File: config.mk
export PLATFORM = sky130hd
export DESIGN_NAME = status_led_pattern_controller
export DESIGN_NICKNAME = d
export VERILOG_FILES = /design/src/sv/slpc_pkg.sv /design/src/sv/status_led_pattern_controller.sv /design/src/sv/slpc_rem.sv /design/src/sv/slpc_state.sv
export SDC_FILE = /design/constraint.sdc
export NUM_CORES = 1
export LEC_CHECK = 0
export BUFFER_PORTS_ARGS = -buffer_cell sky130_fd_sc_hd__buf_2
export CAP_MARGIN = 15
export CORE_MARGIN = 3
export CORE_UTILIZATION = 48
export DETAILED_ROUTE_END_ITERATION = 10
export GPL_TIMING_DRIVEN = 0
export PLACE_DENSITY_LB_ADDON = 0.12
export SLEW_MARGIN = 15
export SYNTH_ARGS = -nofsm -noshare
export SYNTH_HDL_FRONTEND = slang
export SYNTH_SLANG_ARGS = --single-unit
File: constraint.sdc
create_clock -name clk -period 3.5 [get_ports clk]
set_input_delay 0.7 -clock clk [delete_from_list [all_inputs] [get_ports clk]]
set_output_delay 0.7 -clock clk [all_outputs]
set_load 0.02 [all_outputs]
File: src/sv/slpc_pkg.sv
`timescale 1ns / 1ps
// shared types and constants for the status led pattern controller
// no dependencies; used by every module of the block by scoped names

package slpc_pkg;

    // event codes carried in the action field
    typedef enum logic [2:0] {
        ACT_TICK       = 3'd0,
        ACT_MODE_WRITE = 3'd1,
        ACT_LINK_UP    = 3'd2,
        ACT_LINK_DOWN  = 3'd3,
        ACT_PAIR_START = 3'd4,
        ACT_PAIR_DONE  = 3'd5
    } action_t;

    // indicator modes
    typedef enum logic [1:0] {
        MODE_OFF        = 2'd0,
        MODE_OUTPUTTING = 2'd1,
        MODE_WAITING    = 2'd2
    } mode_t;

    // configuration register indexes
    typedef enum logic [2:0] {
        REG_STALE_TIMEOUT = 3'd0,
        REG_WAIT_SOLID    = 3'd1,
        REG_WAIT_PERIOD   = 3'd2,
        REG_WAIT_ON       = 3'd3,
        REG_IDLE_PERIOD   = 3'd4,
        REG_IDLE_ON       = 3'd5,
        REG_PAIR_PERIOD   = 3'd6
    } reg_index_t;

    // sequencer states of the top level
    typedef enum logic [1:0] {
        SEQ_IDLE,
        SEQ_START,
        SEQ_RUN,
        SEQ_DONE
    } seq_state_t;

    localparam int CFG_WIDTH    = 16;
    localparam int UPTIME_WIDTH = 32;

    // configuration reset values
    localparam logic [CFG_WIDTH-1:0] RST_STALE_TIMEOUT = 16'd6000;
    localparam logic [CFG_WIDTH-1:0] RST_WAIT_SOLID    = 16'd15000;
    localparam logic [CFG_WIDTH-1:0] RST_WAIT_PERIOD   = 16'd200;
    localparam logic [CFG_WIDTH-1:0] RST_WAIT_ON       = 16'd90;
    localparam logic [CFG_WIDTH-1:0] RST_IDLE_PERIOD   = 16'd1200;
    localparam logic [CFG_WIDTH-1:0] RST_IDLE_ON       = 16'd160;
    localparam logic [CFG_WIDTH-1:0] RST_PAIR_PERIOD   = 16'd180;

    // double blink pattern of the outputting mode
    localparam logic [CFG_WIDTH-1:0] DBL_PERIOD       = 16'd1600;
    localparam logic [CFG_WIDTH-1:0] DBL_FIRST_END    = 16'd210;
    localparam logic [CFG_WIDTH-1:0] DBL_SECOND_START = 16'd340;
    localparam logic [CFG_WIDTH-1:0] DBL_SECOND_END   = 16'd550;

    // event state seen by the sequencer
    typedef struct packed {
        logic [UPTIME_WIDTH-1:0] uptime;
        logic                    link_up;
        logic                    pairing_active;
        mode_t                   requested_mode;
        logic                    request_valid;
        logic                    write_fresh;   // since_write <= stale timeout
        logic                    change_solid;  // since_change >= waiting solid time
    } status_t;

endpackage

File: src/sv/status_led_pattern_controller.sv
`timescale 1ns / 1ps
// top level of the status led pattern controller: config registers, sequencer, result register
// depends on slpc_pkg, slpc_state and slpc_rem
//
//   channel   direction  signals                     contents
//   s_axis    in         s_tvalid s_tready s_tdata   [2:0] action, [10:3] mode_value
//   m_axis    out        m_tvalid m_tready m_tdata   [0] led_on, [2:1] shown_mode
//   cfg       in         cfg_valid cfg_ready         cfg_index, cfg_data (16 bit)
//
// each event passes through the sequencer steps in order: start, run for the
// bit-serial remainder of uptime by the active blink period, then done, where the
// level is decided combinationally and loaded into the result register.
// reset clears control and event state and loads the register defaults; no clearing pass.
// a stalled result holds the sequencer in its final step; cfg_ready is always high.

module status_led_pattern_controller
#(
    parameter int AGE_WIDTH = 20
)
(
    input  logic        clk,
    input  logic        rst_n,
    input  logic        s_tvalid,
    output logic        s_tready,
    input  logic [15:0] s_tdata,    // [2:0] action, [10:3] mode_value, rest zero
    output logic        m_tvalid,
    input  logic        m_tready,
    output logic [7:0]  m_tdata,    // [0] led_on, [2:1] shown_mode, rest zero
    input  logic        cfg_valid,
    output logic        cfg_ready,
    input  logic [2:0]  cfg_index,
    input  logic [15:0] cfg_data
);

    localparam int CW = slpc_pkg::CFG_WIDTH;

    logic [CW-1:0] stale_reg, solid_reg, wper_reg, won_reg, iper_reg, ion_reg, pper_reg;
    slpc_pkg::seq_state_t state_reg, state_next;
    slpc_pkg::status_t    status;
    slpc_pkg::mode_t      shown;
    logic                 in_accept;
    logic                 rem_start;
    logic                 rem_done;
    logic [CW-1:0]        rem;
    logic [CW-1:0]        divisor;
    logic                 led;
    logic                 load_out;
    logic                 m_valid_reg;
    logic                 led_reg;
    slpc_pkg::mode_t      shown_reg;

    // configuration writes, out of range indexes ignored
    assign cfg_ready = 1'b1;

    always_ff @(posedge clk or negedge rst_n)
    begin
        if (!rst_n)
        begin
            stale_reg <= slpc_pkg::RST_STALE_TIMEOUT;
            solid_reg <= slpc_pkg::RST_WAIT_SOLID;
            wper_reg  <= slpc_pkg::RST_WAIT_PERIOD;
            won_reg   <= slpc_pkg::RST_WAIT_ON;
            iper_reg  <= slpc_pkg::RST_IDLE_PERIOD;
            ion_reg   <= slpc_pkg::RST_IDLE_ON;
            pper_reg  <= slpc_pkg::RST_PAIR_PERIOD;
        end
        else if (cfg_valid)
        begin
            unique case (cfg_index)
                slpc_pkg::REG_STALE_TIMEOUT: stale_reg <= cfg_data;
                slpc_pkg::REG_WAIT_SOLID:    solid_reg <= cfg_data;
                slpc_pkg::REG_WAIT_PERIOD:   wper_reg  <= cfg_data;
                slpc_pkg::REG_WAIT_ON:       won_reg   <= cfg_data;
                slpc_pkg::REG_IDLE_PERIOD:   iper_reg  <= cfg_data;
                slpc_pkg::REG_IDLE_ON:       ion_reg   <= cfg_data;
                slpc_pkg::REG_PAIR_PERIOD:   pper_reg  <= cfg_data;
                default: ;
            endcase
        end
    end

    assign in_accept = s_tvalid && s_tready;

    // event state
    slpc_state #(
        .AGE_WIDTH (AGE_WIDTH)
    ) u_state (
        .clk           (clk),
        .rst_n         (rst_n),
        .accept        (in_accept),
        .action        (s_tdata[2:0]),
        .mode_value    (s_tdata[10:3]),
        .stale_timeout (stale_reg),
        .waiting_solid (solid_reg),
        .status        (status)
    );

    // effective mode
    always_comb
    begin
        if (status.link_up && status.request_valid && status.write_fresh)
            shown = status.requested_mode;
        else
            shown = slpc_pkg::MODE_OFF;
    end

    // blink period in use for the current state
    always_comb
    begin
        if (!status.link_up)
            divisor = status.pairing_active ? pper_reg : iper_reg;
        else if (shown == slpc_pkg::MODE_OUTPUTTING)
            divisor = slpc_pkg::DBL_PERIOD;
        else
            divisor = wper_reg;
    end

    slpc_rem u_rem (
        .clk      (clk),
        .rst_n    (rst_n),
        .start    (rem_start),
        .dividend (status.uptime),
        .divisor  (divisor),
        .done     (rem_done),
        .rem      (rem)
    );

    // led level from the phase
    always_comb
    begin
        led = 1'b0;
        if (!status.link_up)
        begin
            if (status.pairing_active)
                led = rem < (pper_reg >> 1);
            else
                led = rem < ion_reg;
        end
        else
        begin
            case (shown)
                slpc_pkg::MODE_OUTPUTTING:
                    led = (rem < slpc_pkg::DBL_FIRST_END) ||
                          (rem >= slpc_pkg::DBL_SECOND_START &&
                           rem < slpc_pkg::DBL_SECOND_END);
                slpc_pkg::MODE_WAITING:
                    led = status.change_solid || (rem < won_reg);
                default:
                    led = 1'b0;
            endcase
        end
    end

    // sequencer next state
    always_comb
    begin
        state_next = state_reg;
        unique case (state_reg)
            slpc_pkg::SEQ_IDLE:  if (in_accept) state_next = slpc_pkg::SEQ_START;
            slpc_pkg::SEQ_START: state_next = slpc_pkg::SEQ_RUN;
            slpc_pkg::SEQ_RUN:   if (rem_done) state_next = slpc_pkg::SEQ_DONE;
            slpc_pkg::SEQ_DONE:  if (!m_valid_reg || m_tready) state_next = slpc_pkg::SEQ_IDLE;
            default:             state_next = slpc_pkg::SEQ_IDLE;
        endcase
    end

    // sequencer outputs
    always_comb
    begin
        s_tready  = 1'b0;
        rem_start = 1'b0;
        load_out  = 1'b0;
        unique case (state_reg)
            slpc_pkg::SEQ_IDLE:  s_tready  = 1'b1;
            slpc_pkg::SEQ_START: rem_start = 1'b1;
            slpc_pkg::SEQ_RUN:   ;
            slpc_pkg::SEQ_DONE:  load_out  = !m_valid_reg || m_tready;
            default: ;
        endcase
    end

    always_ff @(posedge clk or negedge rst_n)
    begin
        if (!rst_n)
            state_reg <= slpc_pkg::SEQ_IDLE;
        else
            state_reg <= state_next;
    end

    // result register, one transaction per event
    always_ff @(posedge clk or negedge rst_n)
    begin
        if (!rst_n)
            m_valid_reg <= 1'b0;
        else if (load_out)
            m_valid_reg <= 1'b1;
        else if (m_tready)
            m_valid_reg <= 1'b0;
    end

    always_ff @(posedge clk)
    begin
        if (load_out)
        begin
            led_reg   <= led;
            shown_reg <= shown;
        end
    end

    assign m_tvalid = m_valid_reg;
    assign m_tdata  = {5'b0, shown_reg, led_reg};

endmodule

File: src/sv/slpc_rem.sv
`timescale 1ns / 1ps
// iterative remainder unit: 32-bit dividend mod 16-bit divisor, one bit per cycle
// depends on slpc_pkg for widths

module slpc_rem
(
    input  logic                                   clk,
    input  logic                                   rst_n,
    input  logic                                   start,
    input  logic [slpc_pkg::UPTIME_WIDTH-1:0]      dividend,
    input  logic [slpc_pkg::CFG_WIDTH-1:0]         divisor,
    output logic                                   done,
    output logic [slpc_pkg::CFG_WIDTH-1:0]         rem
);

    localparam int CW = slpc_pkg::CFG_WIDTH;
    localparam int UW = slpc_pkg::UPTIME_WIDTH;
    localparam int NW = $clog2(UW);

    logic [CW-1:0] rem_reg, rem_next;
    logic [UW-1:0] dvd_reg, dvd_next;
    logic [CW-1:0] dvs_reg, dvs_next;
    logic [NW-1:0] cnt_reg, cnt_next;
    logic          busy_reg, busy_next;
    logic          done_reg, done_next;
    logic [CW:0]   trial;

    // one restoring step: shift in the next dividend bit, subtract if it fits
    always_comb
    begin
        trial     = {rem_reg, dvd_reg[UW-1]};
        rem_next  = rem_reg;
        dvd_next  = dvd_reg;
        dvs_next  = dvs_reg;
        cnt_next  = cnt_reg;
        busy_next = busy_reg;
        done_next = done_reg;
        if (start)
        begin
            rem_next  = '0;
            dvd_next  = dividend;
            // a zero period acts as a period of one
            dvs_next  = (divisor == '0) ? CW'(1) : divisor;
            cnt_next  = '0;
            busy_next = 1'b1;
            done_next = 1'b0;
        end
        else if (busy_reg)
        begin
            if (trial >= {1'b0, dvs_reg})
                rem_next = CW'(trial - {1'b0, dvs_reg});
            else
                rem_next = trial[CW-1:0];
            dvd_next = {dvd_reg[UW-2:0], 1'b0};
            cnt_next = cnt_reg + NW'(1);
            if (cnt_reg == NW'(UW - 1))
            begin
                busy_next = 1'b0;
                done_next = 1'b1;
            end
        end
    end

    // control state
    always_ff @(posedge clk or negedge rst_n)
    begin
        if (!rst_n)
        begin
            busy_reg <= 1'b0;
            done_reg <= 1'b0;
            cnt_reg  <= '0;
        end
        else
        begin
            busy_reg <= busy_next;
            done_reg <= done_next;
            cnt_reg  <= cnt_next;
        end
    end

    // datapath
    always_ff @(posedge clk)
    begin
        rem_reg <= rem_next;
        dvd_reg <= dvd_next;
        dvs_reg <= dvs_next;
    end

    assign done = done_reg;
    assign rem  = rem_reg;

endmodule

File: src/sv/slpc_state.sv
`timescale 1ns / 1ps
// event state: uptime, link and pairing flags, requested mode and the two ages
// depends on slpc_pkg for action and mode codes and the status struct

module slpc_state
#(
    parameter int AGE_WIDTH = 20
)
(
    input  logic                                clk,
    input  logic                                rst_n,
    input  logic                                accept,
    input  logic [2:0]                          action,
    input  logic [7:0]                          mode_value,
    input  logic [slpc_pkg::CFG_WIDTH-1:0]      stale_timeout,
    input  logic [slpc_pkg::CFG_WIDTH-1:0]      waiting_solid,
    output slpc_pkg::status_t                   status
);

    logic [slpc_pkg::UPTIME_WIDTH-1:0] uptime_reg, uptime_next;
    logic [AGE_WIDTH-1:0]              since_write_reg, since_write_next;
    logic [AGE_WIDTH-1:0]              since_change_reg, since_change_next;
    logic                              link_up_reg, link_up_next;
    logic                              pairing_reg, pairing_next;
    slpc_pkg::mode_t                   req_mode_reg, req_mode_next;
    logic                              req_valid_reg, req_valid_next;
    slpc_pkg::mode_t                   clamped;

    // written byte to mode, anything but outputting or waiting is off
    always_comb
    begin
        if (mode_value == 8'(slpc_pkg::MODE_OUTPUTTING))
            clamped = slpc_pkg::MODE_OUTPUTTING;
        else if (mode_value == 8'(slpc_pkg::MODE_WAITING))
            clamped = slpc_pkg::MODE_WAITING;
        else
            clamped = slpc_pkg::MODE_OFF;
    end

    // event decode
    always_comb
    begin
        uptime_next       = uptime_reg;
        since_write_next  = since_write_reg;
        since_change_next = since_change_reg;
        link_up_next      = link_up_reg;
        pairing_next      = pairing_reg;
        req_mode_next     = req_mode_reg;
        req_valid_next    = req_valid_reg;
        if (accept)
        begin
            unique case (action)
                slpc_pkg::ACT_TICK:
                begin
                    uptime_next = uptime_reg + 32'd1;
                    if (since_write_reg != '1)
                        since_write_next = since_write_reg + AGE_WIDTH'(1);
                    if (since_change_reg != '1)
                        since_change_next = since_change_reg + AGE_WIDTH'(1);
                end
                slpc_pkg::ACT_MODE_WRITE:
                begin
                    if (!req_valid_reg || req_mode_reg != clamped)
                        since_change_next = '0;
                    req_mode_next    = clamped;
                    req_valid_next   = 1'b1;
                    since_write_next = '0;
                end
                slpc_pkg::ACT_LINK_UP:
                begin
                    link_up_next      = 1'b1;
                    req_mode_next     = slpc_pkg::MODE_OFF;
                    req_valid_next    = 1'b0;
                    since_change_next = '0;
                end
                slpc_pkg::ACT_LINK_DOWN:
                begin
                    link_up_next      = 1'b0;
                    pairing_next      = 1'b0;
                    req_mode_next     = slpc_pkg::MODE_OFF;
                    req_valid_next    = 1'b0;
                    since_change_next = '0;
                end
                slpc_pkg::ACT_PAIR_START: pairing_next = 1'b1;
                slpc_pkg::ACT_PAIR_DONE:  pairing_next = 1'b0;
                default: ;
            endcase
        end
    end

    always_ff @(posedge clk or negedge rst_n)
    begin
        if (!rst_n)
        begin
            uptime_reg       <= '0;
            since_write_reg  <= '0;
            since_change_reg <= '0;
            link_up_reg      <= 1'b0;
            pairing_reg      <= 1'b0;
            req_mode_reg     <= slpc_pkg::MODE_OFF;
            req_valid_reg    <= 1'b0;
        end
        else
        begin
            uptime_reg       <= uptime_next;
            since_write_reg  <= since_write_next;
            since_change_reg <= since_change_next;
            link_up_reg      <= link_up_next;
            pairing_reg      <= pairing_next;
            req_mode_reg     <= req_mode_next;
            req_valid_reg    <= req_valid_next;
        end
    end

    // age compares against the configured limits
    always_comb
    begin
        status.uptime         = uptime_reg;
        status.link_up        = link_up_reg;
        status.pairing_active = pairing_reg;
        status.requested_mode = req_mode_reg;
        status.request_valid  = req_valid_reg;
        status.write_fresh    = since_write_reg <= AGE_WIDTH'(stale_timeout);
        status.change_solid   = since_change_reg >= AGE_WIDTH'(waiting_solid);
    end

endmodule
### Word level (Yosys, flattened, before mapping)

Index checks and enable logic that the tools add are counted.

* register bits after elaboration: 266
* bits of input ports: 40
* output and inout port bits: 11
* word-level logic and storage cells: 143

* $add $sub $neg: 5
* order comparisons: 9
* equality and inequality tests: 28
* muxes and demuxes: 38
* reduce and logical (&&, ||, !) cells: 39

Operator list (count)
* 2-to-1 mux 16 bit: 4
* 2-to-1 mux 32 bit: 2
* 2-to-1 mux 20 bit: 3
* case mux 20 bit (3 select lines): 1
* adder 20 x 1 -> 20 bit (second input constant): 2
* != test 20 bit (second input constant): 2
* case mux 20 bit (2 select lines): 1
* adder 32 x 1 -> 32 bit (second input constant): 1
* < comparator 16 bit: 2
* AND reduction 2 bit: 12
* greater-or-equal comparator 20 x 16 -> 1 bit: 1
* less-or-equal comparator 20 x 16 -> 1 bit: 1
* greater-or-equal comparator 17 x 16 -> 1 bit: 1
* greater-or-equal comparator 16 x 9 -> 1 bit (second input constant): 1
* zero test 16 bit: 1
* < comparator 16 x 10 -> 1 bit (second input constant): 1
* < comparator 16 x 15 -> 1 bit: 1
* < comparator 16 x 8 -> 1 bit (second input constant): 1
* subtractor 16 bit: 1
* == test 3 bit (second input constant): 5
* nonzero test 2 bit: 7
* 2-to-1 mux 1 bit: 13
* == test 3 x 2 -> 1 bit (second input constant): 4
* 2-to-1 mux 2 bit: 6
* other kinds (23): 45

### Longest topological paths before layout

* depth in word-level cells: 7
* depth in mapped cells: 17

### Cells and area by module

Synthesis repeated with hierarchy kept, for this count alone.

* cells, all modules: 1357
* area total of the unflattened synthesis: 14866.8 µm²

Modules (own cells, without submodules)
* status_led_pattern_controller: instances 1, cells an instance 513, area each 6252.2 µm², seq. area each 3006.6 µm²
* slpc_state: instances 1, cells an instance 504, area each 4779.6 µm², seq. area each 1926.8 µm²
* slpc_rem: instances 1, cells an instance 340, area each 3834.9 µm², seq. area each 1936.9 µm²

### Least setup slack after synthesis

Ideal clock, no wire load.

* path type: register -> register
* from: register stale_reg[5]
* to: register u_rem.dvs_reg[0], data pin
* library setup time: 0.274 ns
* data arrival time: 2.893 ns
* required time: 3.226 ns
* setup slack: 0.333 ns
* cell stages (with the launch flop): 18
* path buffers: 1
* period minus slack after synthesis: 3.167 ns
* cells stage by stage: dfstp_2 inv_1 ha_1 a21o_1 a211oi_1 o21bai_1 a21oi_1 o311ai_0 a21oi_1 nand2_1 ha_1 nor2b_1 clkbuf_1 nand2_1 o21ai_0 nor3_1 nand4_1 o221ai_1

* cells in the longest elaborated chain, start to end: 7

RTL lines
* start, declared: RTL line status_led_pattern_controller.sv:37 `logic [CW-1:0] stale_reg, solid_reg, wper_reg, won_reg, iper_reg, ion_reg, pper_reg;`
* start signal, assigned: RTL line status_led_pattern_controller.sv:59 `stale_reg <= slpc_pkg::RST_STALE_TIMEOUT;`
* start signal, assigned: RTL line status_led_pattern_controller.sv:70 `slpc_pkg::REG_STALE_TIMEOUT: stale_reg <= cfg_data;`
* less-or-equal comparator 20 x 16 -> 1 bit *: RTL line slpc_state.sv:123 `status.write_fresh = since_write_reg <= AGE_WIDTH'(stale_timeout);`
* logical AND 1 bit *: RTL line status_led_pattern_controller.sv:101 `if (status.link_up && status.request_valid && status.write_fresh)`
* 2-to-1 mux 2 bit *: RTL line status_led_pattern_controller.sv:101
* == test 2 x 1 -> 1 bit *: RTL line status_led_pattern_controller.sv:112 `else if (shown == slpc_pkg::MODE_OUTPUTTING)`
* 2-to-1 mux 16 bit *: RTL line status_led_pattern_controller.sv:112
* 2-to-1 mux 16 bit *: RTL line status_led_pattern_controller.sv:110 `if (!status.link_up)`
* zero test 16 bit: RTL line slpc_rem.sv:43 `dvs_next = (divisor == '0) ? CW'(1) : divisor;`
* end signal, assigned: RTL line slpc_rem.sv:86 `dvs_reg <= dvs_next;`
* end, declared: RTL line slpc_rem.sv:22 `logic [CW-1:0] dvs_reg, dvs_next;`

Mark *: on every way between the ends. The rest lies on a longest branch, timed or not.
A chain may end at the register's enable or synchronous reset.

### Final worst setup path

Ends and elaborated chain as after synthesis.

==> metrics.csv <==
metric,value,unit
n_fill_cell,2680,
register_area,6870,um^2
startpoint,stale_reg[5],
dp_hpwl,24.8,mm
switching_share,0.354,
overflow,0,
pwr-share-clk,0.271,
internal-power,7.44,mW
worst_setup_path_start_kind,flop,
holdWs,150,ps
synth_edf_count,51,
die-width,180,um
ys_types,78,
peakVddDrop,0.460,mV
tns,0,ps
pin_count,51,
layout_common_cells,"dfrtp_1, nand2_1, mux2_2, inv_1, ha_1",
initial_core_util,0.489,
antennaDiodeCount,0,
drive_gt1_frac,0.205,
clock_path_buffers,3,
crit_arrival,3830,ps
finalInstanceArea,16600,um^2
r2r_slack,20,ps
port_buffers,35,
dieArea,32500,um^2
criticalPathCategory,reg2reg,
fin_util,0.557,
min_period,3480,ps
p_leak,7.46,nW
p_seq_frac,0.380,
grt_pass1_wl,56.4,mm
syn_avg_cell_area,10.6,um^2
cts_root_buffer,clkbuf_16,
placed_cell_area,15300,um^2
clkTransAtPathRegs,60,ps
slew_violations,0,
combPwrFrac,0.350,
ys.flop_type,dfrtp_1,
grt_pass1_vias,10400,
synthArstFlopShare,0.748,
reg2reg_to,u_rem.dvs_reg[0],
cts_tree,yes,
holdBufCountCts,0,
wl_per_cell,18.5,um
fin_skew,30.4,ps
fp.coreArea,29800,um^2
rsz0062_at_grt,yes,
grtUsageTotal,0.213,
status,completed,
hold_class,in2async,
drv_cap,0,
cts_buffers,30,
place_congestion,0.891,
required,3850,ps
die_h,180,um
end_kind,flop,
via_per_inst,5.60,
antenna_found_initial,2,
row_count,63,
yosys_warnings,0,
report.power.total,11.5,mW
vias,10500,
p_switching,4.07,mW
multi_input_area,7330,um^2
crit_end,u_rem.dvs_reg[0],
relSlewSlack,0.231,
drt_wl_total,34.8,mm
ys_seq_area_frac,0.472,
drc,0,
h-tree-depth,1,
timing.fmax,0.288,GHz
finalSetupViolCount,0,
powerDensity,693,nW/um^2
yosys_register_bits,266,
syn_inst,1380,
rr_worst_depth,16,
syn_area,14600,um^2
ant_nets,0,
worst_slew_pin_slew,1150,ps
grt_max_degree,101,
firstDrtPassIters,6,
worstPathMaxFanout,3,
clock_sinks,266,
area_delta_synth_final,14.0,%
period_share,0.994,
fin_nets,1606,
drtIter0Drc,513,
final_common_cell,dfrtp_1,
hold_viol,0,
clkLatencyLatePin,570,ps
reg2reg_from,stale_reg[5],
==> worst min-delay path by stage <==
stage / depth (start not counted) / from / endpoint
after floorplan: 0 / rst_n / ion_reg[0]
after global placement: 1 / u_state.uptime_reg[31] / u_state.uptime_reg[31]
after detailed placement: 1 / u_state.uptime_reg[29] / u_state.uptime_reg[29]
after CTS: 2 / rst_n / iper_reg[2]
after global routing: 2 / rst_n / iper_reg[2]
final: 2 / rst_n / iper_reg[2]
==> synth_stat cells (all sizes together) (29+ instances only) <==
library cell | n | area [um^2]
ha | 103 | 1290
edfxtp | 51 | 1530
o21ai | 82 | 410
inv | 105 | 394
dfstp | 31 | 815
xnor2 | 35 | 307
clkbuf | 31 | 116
nand3 | 29 | 158
nor2 | 86 | 323
nand2 | 117 | 439
dfrtp | 168 | 4200
nand4 | 37 | 231
xor2 | 35 | 307
a21oi | 61 | 320
mux2 | 115 | 1290
==> routing by layer <==
metal  track usage  vias up  wire (um)
met5             0        -         11
met1         0.302     5170      16300
met4        0.0504        2        734
met2         0.351      179      16400
met3        0.0254       57       1380
li1              -     5096          -
==> cells by family (layout without fill, tap and decap cells) <==
group,Yosys count,count (layout),synth area share
buf+inv,152,254,0.0421
xor+xnor,70,70,0.0421
simple gates,411,411,0.147
flops,266,266,0.472
other cells,2,6,0.000516
compound gates,238,238,0.103
mux,137,137,0.104
fa+ha+maj,104,104,0.0898
==> metrics by stage <==
step	std cells	setup WS, ps
2_1_floorplan	1384	333
3_3_place_gp	1809	-1800
3_5_place_dp	1811	-976
4_1_cts	1869	24.2
5_1_grt	1876	-47.6
6_report	1876	21.8
==> power by group through the flow <==
stage               clock (mW)  sequential, mW  combinational (mW)
finish                    3.12            4.37                4.02
global route              3.31            4.46                4.51
CTS                       3.19            4.36                3.90
detailed placement           0            4.41                3.72
global placement             0            4.39                3.62
floorplan                    0            4.23                2.75
==> critical path, stage by stage (launching register included) <==
cell      delay [ps]
dfstp_2          520
inv_2             50
ha_4             210
a21o_1           180
a211oi_2         180
o21bai_1         100
a21oi_1          220
o311ai_2         120
a21oi_2          280
buf_4            170
nand2_2           60
ha_4             210
nand2b_4         160
o22a_1           250
nor4_2           300
nand4_1          140
o221ai_2         110
==> final cells by class <==
class / count / share of cell area
clock inverter: 13 / 0.00798
timing repair buffer: 46 / 0.0188
inverter: 105 / 0.0237
multi-input combinational: 966 / 0.442
buffer: 47 / 0.0139
clock buffer: 43 / 0.0511
tap: 390 / 0.0294
sequential: 266 / 0.414
==> timing repair <==
item / in CTS / in global routing
endpoints found under the setup margin: 14 / 43
pin swaps: 12 / 12
gates resized for setup: 43 / 23
setup buffers: 1 / 7
gates cloned: 1 / 0
Note: power is estimated with default switching activity, not from simulation.
